===== src/csr_rme_pkg.sv =====
// ----------------------------------------------------------------------------
// csr_rme_pkg
// Shared types and constants of the CSR residual maximum-error checker.
// ----------------------------------------------------------------------------
package csr_rme_pkg;

  localparam int unsigned COL_W = 10;
  localparam int unsigned VAL_W = 32;
  localparam int unsigned ACC_W = 64;
  localparam int unsigned MAG_W = 63;
  localparam int unsigned FRAC_W = 16;

  localparam logic [1:0] OP_LOAD    = 2'd0;
  localparam logic [1:0] OP_NONZERO = 2'd1;
  localparam logic [1:0] OP_CLOSE   = 2'd2;
  localparam logic [1:0] OP_FINISH  = 2'd3;

  localparam logic signed [ACC_W-1:0] ACC_MAX = {1'b0, {(ACC_W-1){1'b1}}};
  localparam logic signed [ACC_W-1:0] ACC_MIN = {1'b1, {(ACC_W-1){1'b0}}};
  localparam logic [MAG_W-1:0] MAG_MAX = {MAG_W{1'b1}};

  typedef logic [1:0] op_t;

  typedef struct packed {
    op_t                      opcode;
    logic [COL_W-1:0]         column_index;
    logic signed [VAL_W-1:0]  operand_value;
    logic signed [VAL_W-1:0]  rhs_value;
  } in_req_t;

  typedef struct packed {
    logic [MAG_W-1:0] max_error;
    logic             saturated;
  } out_rsp_t;

  // Request after the x store read has been issued.
  typedef struct packed {
    logic                     valid;
    op_t                      op;
    logic                     in_range;
    logic signed [VAL_W-1:0]  val;
    logic signed [VAL_W-1:0]  rhs;
  } rd_stage_t;

  // Request after row accumulation, heading into the max tracker.
  typedef struct packed {
    logic                     valid;
    op_t                      op;
    logic signed [ACC_W-1:0]  diff;
    logic                     sat;
  } red_stage_t;

endpackage


===== src/csr_rme_report.sv =====
// ----------------------------------------------------------------------------
// csr_rme_report
// Absolute residual, running maximum, sticky saturation and result register.
// ----------------------------------------------------------------------------
module csr_rme_report (
  input  logic                      clk,
  input  logic                      rst,
  input  csr_rme_pkg::red_stage_t   red_stage,
  output logic                      hold,
  output logic                      out_valid,
  input  logic                      out_ready,
  output csr_rme_pkg::out_rsp_t     out_data
);

  logic [csr_rme_pkg::MAG_W-1:0]         running_max;
  logic [csr_rme_pkg::MAG_W-1:0]         running_max_next;
  logic                                  sat_seen;
  logic                                  sat_seen_next;
  logic [csr_rme_pkg::MAG_W-1:0]         mag;
  logic signed [csr_rme_pkg::ACC_W-1:0]  neg_diff;
  logic                                  clamp;
  logic                                  fire;

  assign fire = red_stage.valid && (red_stage.op == csr_rme_pkg::OP_FINISH);
  assign hold = fire && out_valid && !out_ready;

  assign neg_diff = -red_stage.diff;

  always_comb begin
    clamp = 1'b0;
    if (red_stage.diff == csr_rme_pkg::ACC_MIN) begin
      mag   = csr_rme_pkg::MAG_MAX;
      clamp = 1'b1;
    end else if (red_stage.diff[csr_rme_pkg::ACC_W-1]) begin
      mag = neg_diff[csr_rme_pkg::MAG_W-1:0];
    end else begin
      mag = red_stage.diff[csr_rme_pkg::MAG_W-1:0];
    end
  end

  always_comb begin
    running_max_next = running_max;
    sat_seen_next    = sat_seen;
    if (red_stage.valid) begin
      priority if (fire) begin
        running_max_next = '0;
        sat_seen_next    = 1'b0;
      end else if (red_stage.op == csr_rme_pkg::OP_CLOSE) begin
        if (mag > running_max) begin
          running_max_next = mag;
        end
        sat_seen_next = sat_seen | red_stage.sat | clamp;
      end else begin
        sat_seen_next = sat_seen | red_stage.sat;
      end
    end
  end

  always_ff @(posedge clk) begin
    if (rst) begin
      running_max <= '0;
      sat_seen    <= 1'b0;
      out_valid   <= 1'b0;
    end else begin
      if (out_valid && out_ready) begin
        out_valid <= 1'b0;
      end
      if (!hold) begin
        running_max <= running_max_next;
        sat_seen    <= sat_seen_next;
        if (fire) begin
          out_valid <= 1'b1;
        end
      end
    end
  end

  always_ff @(posedge clk) begin
    if (fire && !hold) begin
      out_data.max_error <= running_max;
      out_data.saturated <= sat_seen;
    end
  end

endmodule


===== config.mk =====
export PLATFORM = sky130hd
export DESIGN_NAME = csr_rme_report
export DESIGN_NICKNAME = d
export VERILOG_FILES = /design/src/csr_rme_pkg.sv /design/src/csr_rme_report.sv
export SDC_FILE = /design/constraint.sdc
export NUM_CORES = 1
export LEC_CHECK = 0
export ABC_AREA = 1
export ABC_CLOCK_PERIOD_IN_PS = 9400
export BUFFER_PORTS_ARGS = -buffer_cell sky130_fd_sc_hd__buf_4
export CORE_MARGIN = 3
export CORE_UTILIZATION = 39
export DETAILED_ROUTE_END_ITERATION = 16
export GPL_TIMING_DRIVEN = 0
export PLACE_DENSITY = 0.64
export SLEW_MARGIN = 20
export SYNTH_ARGS = -nofsm -noshare
export SYNTH_HDL_FRONTEND = slang
export SYNTH_SLANG_ARGS = --single-unit
export TNS_END_PERCENT = 100

===== constraint.sdc =====
create_clock -name clk -period 9.4 [get_ports clk]
set_input_delay 0.94 -clock clk [delete_from_list [all_inputs] [get_ports clk]]
set_output_delay 0.94 -clock clk [all_outputs]
set_load 0.01 [all_outputs]

==> impl_metrics.yaml <==
route:
  totalWireLength_um: 31170
  routedWlPerCell_um: 16.80
  via_count: 9276
  drc: 0
  routed_via_density: 4.998
  drtAntennaViolNets: 0
  drt_pre_antenna_iters: 5
  drt-initial-drc-count: 648
die:
  fp-row-count: 55
  die_h_um: 160.1
  die_w_um: 160.1
  start_util_pct: 40.28
  io_pins: 137
  core-area_mm2: 0.02298
  dieArea_mm2: 0.02562
yosys:
  yosys_warnings: 0
  syn_avg_cell_area_um2: 6.743
  netlist_area_mm2: 0.009258
  yosysSeqAreaShare_pct: 34.82
  syn_inst: 1373
  synth_cell_types: 40
  synth-seq-cells: 129
  async_reset_ff_share_pct: 0
  synth_edf_count: 64
  synth_nets: 1508
  synthFlopType: "dfxtp_1"
critical_path:
  cp_common_cell: "nand2_1"
  crit_chain: "buf_4 -> inv_1 -> ha_1 -> nand2_2 -> nor2_8 -> nand2_1 -> nor2_4 -> nand3_1 -> nand2_1 -> xor2_1 -> nand2_1 -> ha_1 -> nand2_1 -> nor2_1 -> inv_2 -> nor4b_1 -> nand4_1 -> nand2_1 -> nand2_1 -> nand2_2 -> buf_2 -> nor2_1 -> nor2_1"
  cp_slowest_cell: "nor4b_1"
  cp-end-kind: "register"
  crit_fanout: 10
  startpoint: "red_stage[2]"
  worst-path-buf-inv: 4
  worstPathArrival_ps: 5150
  cpPeakStageDelay_ps: 630
  cp_top_family: "simple AND/OR/NAND/NOR gates"
  reg2reg_from: "running_max[14]"
  cp-start-kind: "primary input"
  cp.required_ps: 9760
  setup.worst_path.class: "in -> reg"
placement:
  place_hpwl_um: 24910
  dpl-instance-area_mm2: 0.01073
  port_buffers: 136
  detailedPlace.worstSlack_ps: 4237
  gp_congestion: 0.9708
clock_tree:
  cts_buffers: 17
  postCtsSetupBuffers: 0
  clk_pin_slew_worst_paths_ps: 60
  cts.repair.resized: 0
  cts_sinks: 129
  cts_hold_buffers: 0
  htreeDepth: 4
  clock_latency_ps: 430
  tritoncts: "yes"
  cts_buffer_depth: 2
  cts_root_buffer: "clkbuf_16"
cells_and_area:
  nets: 1665
  final_area_mm2: 0.01135
  areaGrowthSynthToFinish_pct: 22.56
  drive_gt1_share_pct: 15.68
  diodes: 0
timing:
  fin_ws_ps: 4605
  tightest_slew_ps: 743.0
  min_period_over_period_pct: 51.01
  fmax_mhz: 208.5
  tns_ps: 0
  finalMaxSlewViolations: 0
  period_minus_slack_ps: 4795
  maxSlewHeadroom_pct: 50.08
  hold_violations: 0
  finalSetupViolations: 0
  rsz0062_at_grt: "false"
  clock_skew_ps: 13.46
  hold-worst-slack_ps: 425.3
pwr:
  p_leak_nw: 5.261
  ir_worst_vdd_mv: 0.09527
  power_density_mw_per_mm2: 157.1
  power_mw: 1.782
worst_hold_path:
  holdCritStartpoint: "running_max[22]"
  min_path_type: "reg -> reg"
global_route:
  grt_pass1_wl_um: 48370
  grt_pass1_vias: 8755
  grt_max_degree: 29
  antenna_found_initial: 0
  grt.overflow.total: 0
  grt_usage_pct: 24.18
status:
  outcome: "completed"
flow_run:
  drv_cap: 0
-- synth_stat cells (2+ instances only) --
cell type | instances | area share, %
a21o_1 | 3 | 0.24
a21oi_1 | 83 | 4.5
and3_1 | 2 | 0.14
buf_1 | 7 | 0.28
buf_2 | 14 | 0.76
buf_4 | 11 | 0.89
buf_6 | 4 | 0.49
clkbuf_1 | 16 | 0.65
clkinv_1 | 3 | 0.12
dfxtp_1 | 65 | 14
edfxtp_1 | 64 | 21
ha_1 | 64 | 8.6
inv_1 | 134 | 5.4
inv_2 | 10 | 0.41
nand2_1 | 426 | 17
nand2_2 | 8 | 0.54
nand2_4 | 6 | 0.73
nand3_1 | 138 | 7.5
nand3b_1 | 3 | 0.24
nand4_1 | 7 | 0.47
nor2_1 | 216 | 8.8
nor2_2 | 12 | 0.81
nor2_4 | 3 | 0.36
nor3_1 | 7 | 0.38
nor3_2 | 2 | 0.22
o211ai_1 | 5 | 0.41
o21ai_0 | 12 | 0.65
o21ai_1 | 6 | 0.32
xnor2_1 | 13 | 1.2
xor2_1 | 19 | 1.8
-- where the power goes --
group          leakage [nW]  internal [mW]  switching [mW]  total (mW)
Clock                 0.295          0.444           0.267       0.712
Sequential             1.12          0.630          0.0203       0.651
Combinational          3.85          0.160           0.261       0.420
Total                  5.26           1.23           0.548        1.78
-- through the flow --
stage / util, % / cells
final: 49.36 / 1856
after global routing: 49.36 / 1856
after CTS: 49.36 / 1856
after detailed placement: 46.66 / 1824
after global placement: 46.42 / 1822
after floorplan: - / 1373
-- cells in the final DEF (no fill, tap or decap), types with 10 or more instances in the layout --
master	n
buf_4	147
nor2_1	215
inv_2	10
nor2_2	12
edfxtp_1	64
nand2_1	426
xor2_1	19
clkbuf_1	18
ha_1	64
inv_1	134
dfxtp_1	65
clkbuf_16	17
nand3_1	138
a21oi_1	83
o21ai_0	12
xnor2_1	13
buf_2	14
-- logic make-up (layout without fill, tap and decap cells) --
| group | after synthesis | after routing | share of synthesized area [%] |
|---|---|---|---|
| adder cells (fa/ha/maj) | 64 | 64 | 8.650 |
| AND/OR/NAND/NOR | 838 | 838 | 38.21 |
| AO/OA/AOI/OAI | 111 | 111 | 6.271 |
| buffers and inverters | 199 | 369 | 9.028 |
| flip-flops | 129 | 129 | 34.82 |
| XOR/XNOR | 32 | 32 | 3.027 |
-- metal layers --
| layer | part of all wire, % | track usage, % | vias up |
|---|---|---|---|
| met4 | 2.0 | 6.391 | 0 |
| met3 | 6.2 | 3.372 | 30 |
| met5 | 0 | 0 | - |
| li1 | - | - | 4695 |
| met2 | 45 | 39.51 | 310 |
| met1 | 47 | 33.67 | 4241 |
-- worst paths after layout --
path / end / slack (ps) / cells past startpoint
hold reg to reg: out_data[23] / 430 / 0
setup / recovery: running_max[22] / 4600 / 23
hold / removal: out_data[23] / 430 / 0
setup reg to reg: running_max[22] / 6270 / 13
-- sequential cells by signal (all words and copies together) (netlist names) --
name / count
running_max: 63
sat_seen: 1
out_valid: 1
out_data: 64
-- final cells by class --
cell class / count / area, µm²
buffer: 52 / 284.0
clock inverter: 13 / 187.7
tap: 313 / 391.6
sequential: 129 / 3223
multi-input combinational: 1045 / 5206
inverter: 147 / 551.8
fill: 2448 / 11640
clock buffer: 19 / 432.9
timing repair buffer: 138 / 1069
Note: power is estimated with default switching activity, not from simulation.
