## config.mk

```make
export PLATFORM = sky130hd
export DESIGN_NAME = csr_rme_accum
export DESIGN_NICKNAME = d
export VERILOG_FILES = /design/src/csr_rme_pkg.sv /design/src/csr_rme_accum.sv
export SDC_FILE = /design/constraint.sdc
export NUM_CORES = 2
export LEC_CHECK = 0
export BUFFER_PORTS_ARGS = -buffer_cell sky130_fd_sc_hd__buf_2
export CAP_MARGIN = 20
export CORE_ASPECT_RATIO = 1.1
export CORE_MARGIN = 5
export CORE_UTILIZATION = 65
export DETAILED_ROUTE_END_ITERATION = 10
export PLACE_DENSITY = 0.83
export SETUP_SLACK_MARGIN = 0.05
export SYNTH_ARGS = -nofsm -noshare
export SYNTH_HDL_FRONTEND = slang
export SYNTH_SLANG_ARGS = --single-unit
```

## constraint.sdc

```tcl
create_clock -name clk -period 23.4 [get_ports clk]
set_input_delay 1.17 -clock clk [delete_from_list [all_inputs] [get_ports clk]]
set_output_delay 1.17 -clock clk [all_outputs]
set_load 0.1 [all_outputs]
```

## src/csr_rme_pkg.sv

```systemverilog
// ----------------------------------------------------------------------------
// csr_rme_pkg
// Shared types and constants of the CSR residual maximum-error checker.
// ----------------------------------------------------------------------------
package csr_rme_pkg;

  localparam int unsigned COL_W = 10;
  localparam int unsigned VAL_W = 32;
  localparam int unsigned ACC_W = 64;
  localparam int unsigned MAG_W = 63;
  localparam int unsigned FRAC_W = 16;

  localparam logic [1:0] OP_LOAD    = 2'd0;
  localparam logic [1:0] OP_NONZERO = 2'd1;
  localparam logic [1:0] OP_CLOSE   = 2'd2;
  localparam logic [1:0] OP_FINISH  = 2'd3;

  localparam logic signed [ACC_W-1:0] ACC_MAX = {1'b0, {(ACC_W-1){1'b1}}};
  localparam logic signed [ACC_W-1:0] ACC_MIN = {1'b1, {(ACC_W-1){1'b0}}};
  localparam logic [MAG_W-1:0] MAG_MAX = {MAG_W{1'b1}};

  typedef logic [1:0] op_t;

  typedef struct packed {
    op_t                      opcode;
    logic [COL_W-1:0]         column_index;
    logic signed [VAL_W-1:0]  operand_value;
    logic signed [VAL_W-1:0]  rhs_value;
  } in_req_t;

  typedef struct packed {
    logic [MAG_W-1:0] max_error;
    logic             saturated;
  } out_rsp_t;

  // Request after the x store read has been issued.
  typedef struct packed {
    logic                     valid;
    op_t                      op;
    logic                     in_range;
    logic signed [VAL_W-1:0]  val;
    logic signed [VAL_W-1:0]  rhs;
  } rd_stage_t;

  // Request after row accumulation, heading into the max tracker.
  typedef struct packed {
    logic                     valid;
    op_t                      op;
    logic signed [ACC_W-1:0]  diff;
    logic                     sat;
  } red_stage_t;

endpackage

```

## src/csr_rme_accum.sv

```systemverilog
// ----------------------------------------------------------------------------
// csr_rme_accum
// Product register and saturating row accumulator; forms the row residual.
// ----------------------------------------------------------------------------
module csr_rme_accum (
  input  logic                                clk,
  input  logic                                rst,
  input  logic                                adv,
  input  csr_rme_pkg::rd_stage_t              rd_stage,
  input  logic [csr_rme_pkg::VAL_W-1:0]       x_data,
  output csr_rme_pkg::red_stage_t             red_stage
);

  logic                                   mul_valid;
  csr_rme_pkg::op_t                       mul_op;
  logic signed [csr_rme_pkg::ACC_W-1:0]   mul_prod;
  logic signed [csr_rme_pkg::VAL_W-1:0]   mul_rhs;
  logic signed [csr_rme_pkg::ACC_W-1:0]   row_sum;
  logic signed [csr_rme_pkg::ACC_W-1:0]   row_sum_next;
  csr_rme_pkg::red_stage_t                red_stage_next;

  logic signed [csr_rme_pkg::VAL_W-1:0]   x_op;
  logic signed [csr_rme_pkg::ACC_W-1:0]   prod;
  logic signed [csr_rme_pkg::ACC_W-1:0]   rhs_wide;
  logic signed [csr_rme_pkg::ACC_W-1:0]   sum;
  logic signed [csr_rme_pkg::ACC_W-1:0]   dif;
  logic signed [csr_rme_pkg::ACC_W-1:0]   sat_val;
  logic                                   add_ovf;
  logic                                   sub_ovf;

  assign x_op = rd_stage.in_range ? $signed(x_data) : '0;
  assign prod = rd_stage.val * x_op;

  assign rhs_wide = {{(csr_rme_pkg::ACC_W - csr_rme_pkg::VAL_W - csr_rme_pkg::FRAC_W)
                      {mul_rhs[csr_rme_pkg::VAL_W-1]}},
                     mul_rhs, {csr_rme_pkg::FRAC_W{1'b0}}};
  assign sum     = row_sum + mul_prod;
  assign dif     = row_sum - rhs_wide;
  assign sat_val = row_sum[csr_rme_pkg::ACC_W-1] ? csr_rme_pkg::ACC_MIN
                                                 : csr_rme_pkg::ACC_MAX;
  assign add_ovf = (row_sum[csr_rme_pkg::ACC_W-1] == mul_prod[csr_rme_pkg::ACC_W-1]) &&
                   (sum[csr_rme_pkg::ACC_W-1] != row_sum[csr_rme_pkg::ACC_W-1]);
  assign sub_ovf = (row_sum[csr_rme_pkg::ACC_W-1] != rhs_wide[csr_rme_pkg::ACC_W-1]) &&
                   (dif[csr_rme_pkg::ACC_W-1] != row_sum[csr_rme_pkg::ACC_W-1]);

  always_comb begin
    row_sum_next         = row_sum;
    red_stage_next.valid = mul_valid;
    red_stage_next.op    = mul_op;
    red_stage_next.diff  = '0;
    red_stage_next.sat   = 1'b0;
    if (mul_valid) begin
      unique case (mul_op)
        csr_rme_pkg::OP_NONZERO: begin
          row_sum_next       = add_ovf ? sat_val : sum;
          red_stage_next.sat = add_ovf;
        end
        csr_rme_pkg::OP_CLOSE: begin
          red_stage_next.diff = sub_ovf ? sat_val : dif;
          red_stage_next.sat  = sub_ovf;
          row_sum_next        = '0;
        end
        default: begin
          row_sum_next = row_sum;
        end
      endcase
    end
  end

  always_ff @(posedge clk) begin
    if (rst) begin
      mul_valid       <= 1'b0;
      row_sum         <= '0;
      red_stage.valid <= 1'b0;
    end else if (adv) begin
      mul_valid       <= rd_stage.valid;
      row_sum         <= row_sum_next;
      red_stage.valid <= red_stage_next.valid;
    end
  end

  always_ff @(posedge clk) begin
    if (adv) begin
      mul_op         <= rd_stage.op;
      mul_prod       <= prod;
      mul_rhs        <= rd_stage.rhs;
      red_stage.op   <= red_stage_next.op;
      red_stage.diff <= red_stage_next.diff;
      red_stage.sat  <= red_stage_next.sat;
    end
  end

endmodule

```

==> metrics.md <==
| Metric | Value |
|---|---|
| Outcome | complete, no violations |
| # DRC | 0 |
| RSZ-0062 raised after global routing | false |
| CTS clk-pin slew, worst paths | 0.07 ns |
| IO buf count | 170 |
| CTS resizes | 0 |
| Worst-skew pair later-pin latency | roughly 0.52 ns |
| Fin Clk Skew | 0.01597 ns |
| IO Pins | 171 |
| Vias in the first global route | 41,490 |
| Largest area contributor in the netlist | fa_1 |
| CTS tree | done |
| GRT Resource Usage Total | 34.05% |
| M2 GR Usage | 52.99% |
| Post-DP HPWL | 106,300 microns |
| Maximum fanout count along the critical path | 169 |
| GP Congestion | a little under 1 |
| Synth unique cells | between 70 and 80 |
| Die area | 83,250 sq um |
| GR Layer Usage met1 | 45.03% |
| Mean Syn Cell Area | 9.344 sq um |
| Synthesized Nets | 6,880 |
| Synthesized flop and latch total | roughly 230 |
| Final Critical Period | 11.19 ns |
| Crit path required time | between 20 and 25 ns |
| Final worst-path cycle share | 47.80% |
| Final WL | 139,300 microns |
| Root Buffer | clkbuf_16 |
| Most Crowded Layer GR | met2 |
| Via count | between 30,000 and 40,000 |
| Die Span X | about 280 microns |
| Layout cells sized above 1 | under 10% |
| Crit path capture type | register |
| Post-CTS setup buffers | 0 |
| Area Growth Syn to Fin | 3.740% |
| Rows | 107 |
| Hold WC Path Type | register to register |
| Multi-input gate area | 39,030 sq um |
| Sink Count | 231 |
| Max Freq | 89.40 MHz |
| Post-Syn Area | 50,420 sq um |
| Synth Flop Type | edfxtp_1 |
| CP Data Arrival Time | 11.45 ns |
| Max_slew headroom | between 20% and 30% |
| Initial antenna violation count | 8 |
| DR iter-0 viols | 3,818 |
| Critical Path Most Common Cell | fa_1 |
| Async SR Flop Fraction | 0% |
| Largest net degree at the start of global routing | 170 |
| DR WL/cell | 21.95 microns |
| CP max stage cell | fa_1 |
| Total CTS buffers | 21 |
| FF/Latch Area | 6276 sq um |
| Die outline height | around 300 microns |
| CTS Buffer Depth | 3 |
| Critical path class | primary input to register |
| Final hold vios | 0 |
| Max incr delay on CP | 0.82 ns |
| Slew Limit Fails | 0 |
| Global-route wire length before repair | 222,900 microns |
| Worst-margin pin slew | 1.121 ns |
| GR Overflow Total | 0 |
| MaxCap Viol Count | 0 |
| Hold-fix buffer count after cts | 0 |
| Fill count | 5,879 |
| Setup TNS | 0 ns |
| Vias per cell | a little over 6 |
| Core ar. | between 70,000 and 80,000 sq um |
| Final nets | 6,774 |
| Post-detailed-route count of antenna-violating nets | 0 |
| M3 GR Usage | 9.852% |
| Worst setup SP type | primary input |
| Yosys top cell area share | 43.08% |
| Mapped Cells | 5,396 |
| Final setup viols | 0 |
| Initial core utilization | 65.27% |
| Ranking of synthesized cells by area | fa_1 (43%), edfxtp_1 (9.8%), inv_1 (7.7%), ha_1 (7.3%), and3_1 (6.6%) |
| Drt first pass iters | 6 |
| H-tree Lvls | 1 |
| Seq/Total Area, Yosys | around an eighth |
| YS warnings | 0 |
| Number of synthesized flops with an enable pin | 165 |
==> critical path, delay by kind of cell <==
kind	cells	cell delay (ns)
AO/OA/AOI/OAI	6	1.06
adder cells (fa/ha/maj)	9	4.89
AND/OR/NAND/NOR	5	1.39
buffers and inverters	9	2.81
==> cell type report <==
cell class / instances / area share (%)
tap: 1035 / 2.476
antenna: 7 / 0.03349
sequential: 231 / 12.00
inverter: 1032 / 7.406
clock inverter: 11 / 0.1890
multi-input combinational: 3804 / 74.62
timing repair buffer: 200 / 2.165
clock buffer: 26 / 1.117
==> cells in the mapped netlist (all sizes together), types with 10 or more instances <==
| cell | instances |
|---|---|
| dfxtp | 66 |
| or3 | 12 |
| clkbuf | 308 |
| nand2b | 18 |
| a31oi | 21 |
| a211oi | 10 |
| nor2b | 18 |
| o31ai | 11 |
| nor2 | 168 |
| o211ai | 12 |
| xor2 | 55 |
| nand4 | 27 |
| o21a | 33 |
| a21o | 112 |
| nand3 | 56 |
| nand2 | 639 |
| a21oi | 226 |
| edfxtp | 165 |
| fa | 1085 |
| and2 | 29 |
| nor3 | 22 |
| o21bai | 22 |
| buf | 21 |
| inv | 1032 |
| o21ai | 167 |
| and3 | 528 |
| a311oi | 10 |
| xnor2 | 104 |
| ha | 296 |
| or2 | 10 |
==> metrics by stage <==
step	setup slack, ns	instances	hold slack, ns	utilization [%]	cell area (sq um)
2_1_floorplan	13.80	5396	0.4472	-	50420
3_3_place_gp	11.96	6300	0.4700	66.73	51550
3_5_place_dp	11.65	6300	0.4759	66.73	51550
4_1_cts	12.19	6337	0.4864	67.62	52230
5_1_grt	11.69	6342	0.5103	67.70	52300
6_report	12.21	6346	0.4837	67.71	52310
==> state kept, by name, summed over array words and instances (netlist names) <==
signal	flops
mul_valid	1
red_stage	68
row_sum	64
mul_rhs	32
mul_op	2
mul_prod	64
==> cells in the final DEF (no fill, tap or decap), types with 21 or more instances in the layout <==
master	count
xnor2_1	104
nand3_1	55
fa_1	1085
o21a_1	33
o21bai_1	22
buf_4	28
edfxtp_1	165
a21oi_1	226
ha_1	296
nand4_1	27
o21ai_0	141
buf_2	168
nor2_1	168
inv_1	1033
clkbuf_16	21
and3_1	528
nand2_1	639
dfxtp_1	66
o21ai_1	26
nor3_1	22
and2_1	25
a21o_1	112
xor2_1	55
==> routing by layer <==
metal / vias to the layer above / wire [microns]
met5: - / 30
met4: 4 / 7471
met3: 521 / 18320
met2: 2559 / 61920
met1: 19090 / 51550
li1: 16820 / -
==> final timing paths <==
| check | startpoint | endpoint | slack [ns] | cells past startpoint |
|---|---|---|---|---|
| min reg2reg | row_sum[60] | row_sum[60] | 0.48 | 2 |
| max | rd_stage[64] | mul_prod[60] | 12.21 | 29 |
| min | row_sum[60] | row_sum[60] | 0.48 | 2 |
| max reg2reg | mul_rhs[31] | red_stage[40] | 17.29 | 14 |
==> logic make-up after synthesis <==
group	count (synthesis)	synth area share, %
AND/OR/NAND/NOR	1552	15.16
adder cells (fa/ha/maj)	1381	50.42
buffers and inverters	1361	10.18
AO/OA/AOI/OAI	707	8.931
flip-flops	231	12.45
XOR/XNOR	159	2.762
multiplexers	5	0.1017
Power is left out: the tool's default activity adds up to more than one toggle a clock period on the data nets, which glitch-free logic cannot reach.
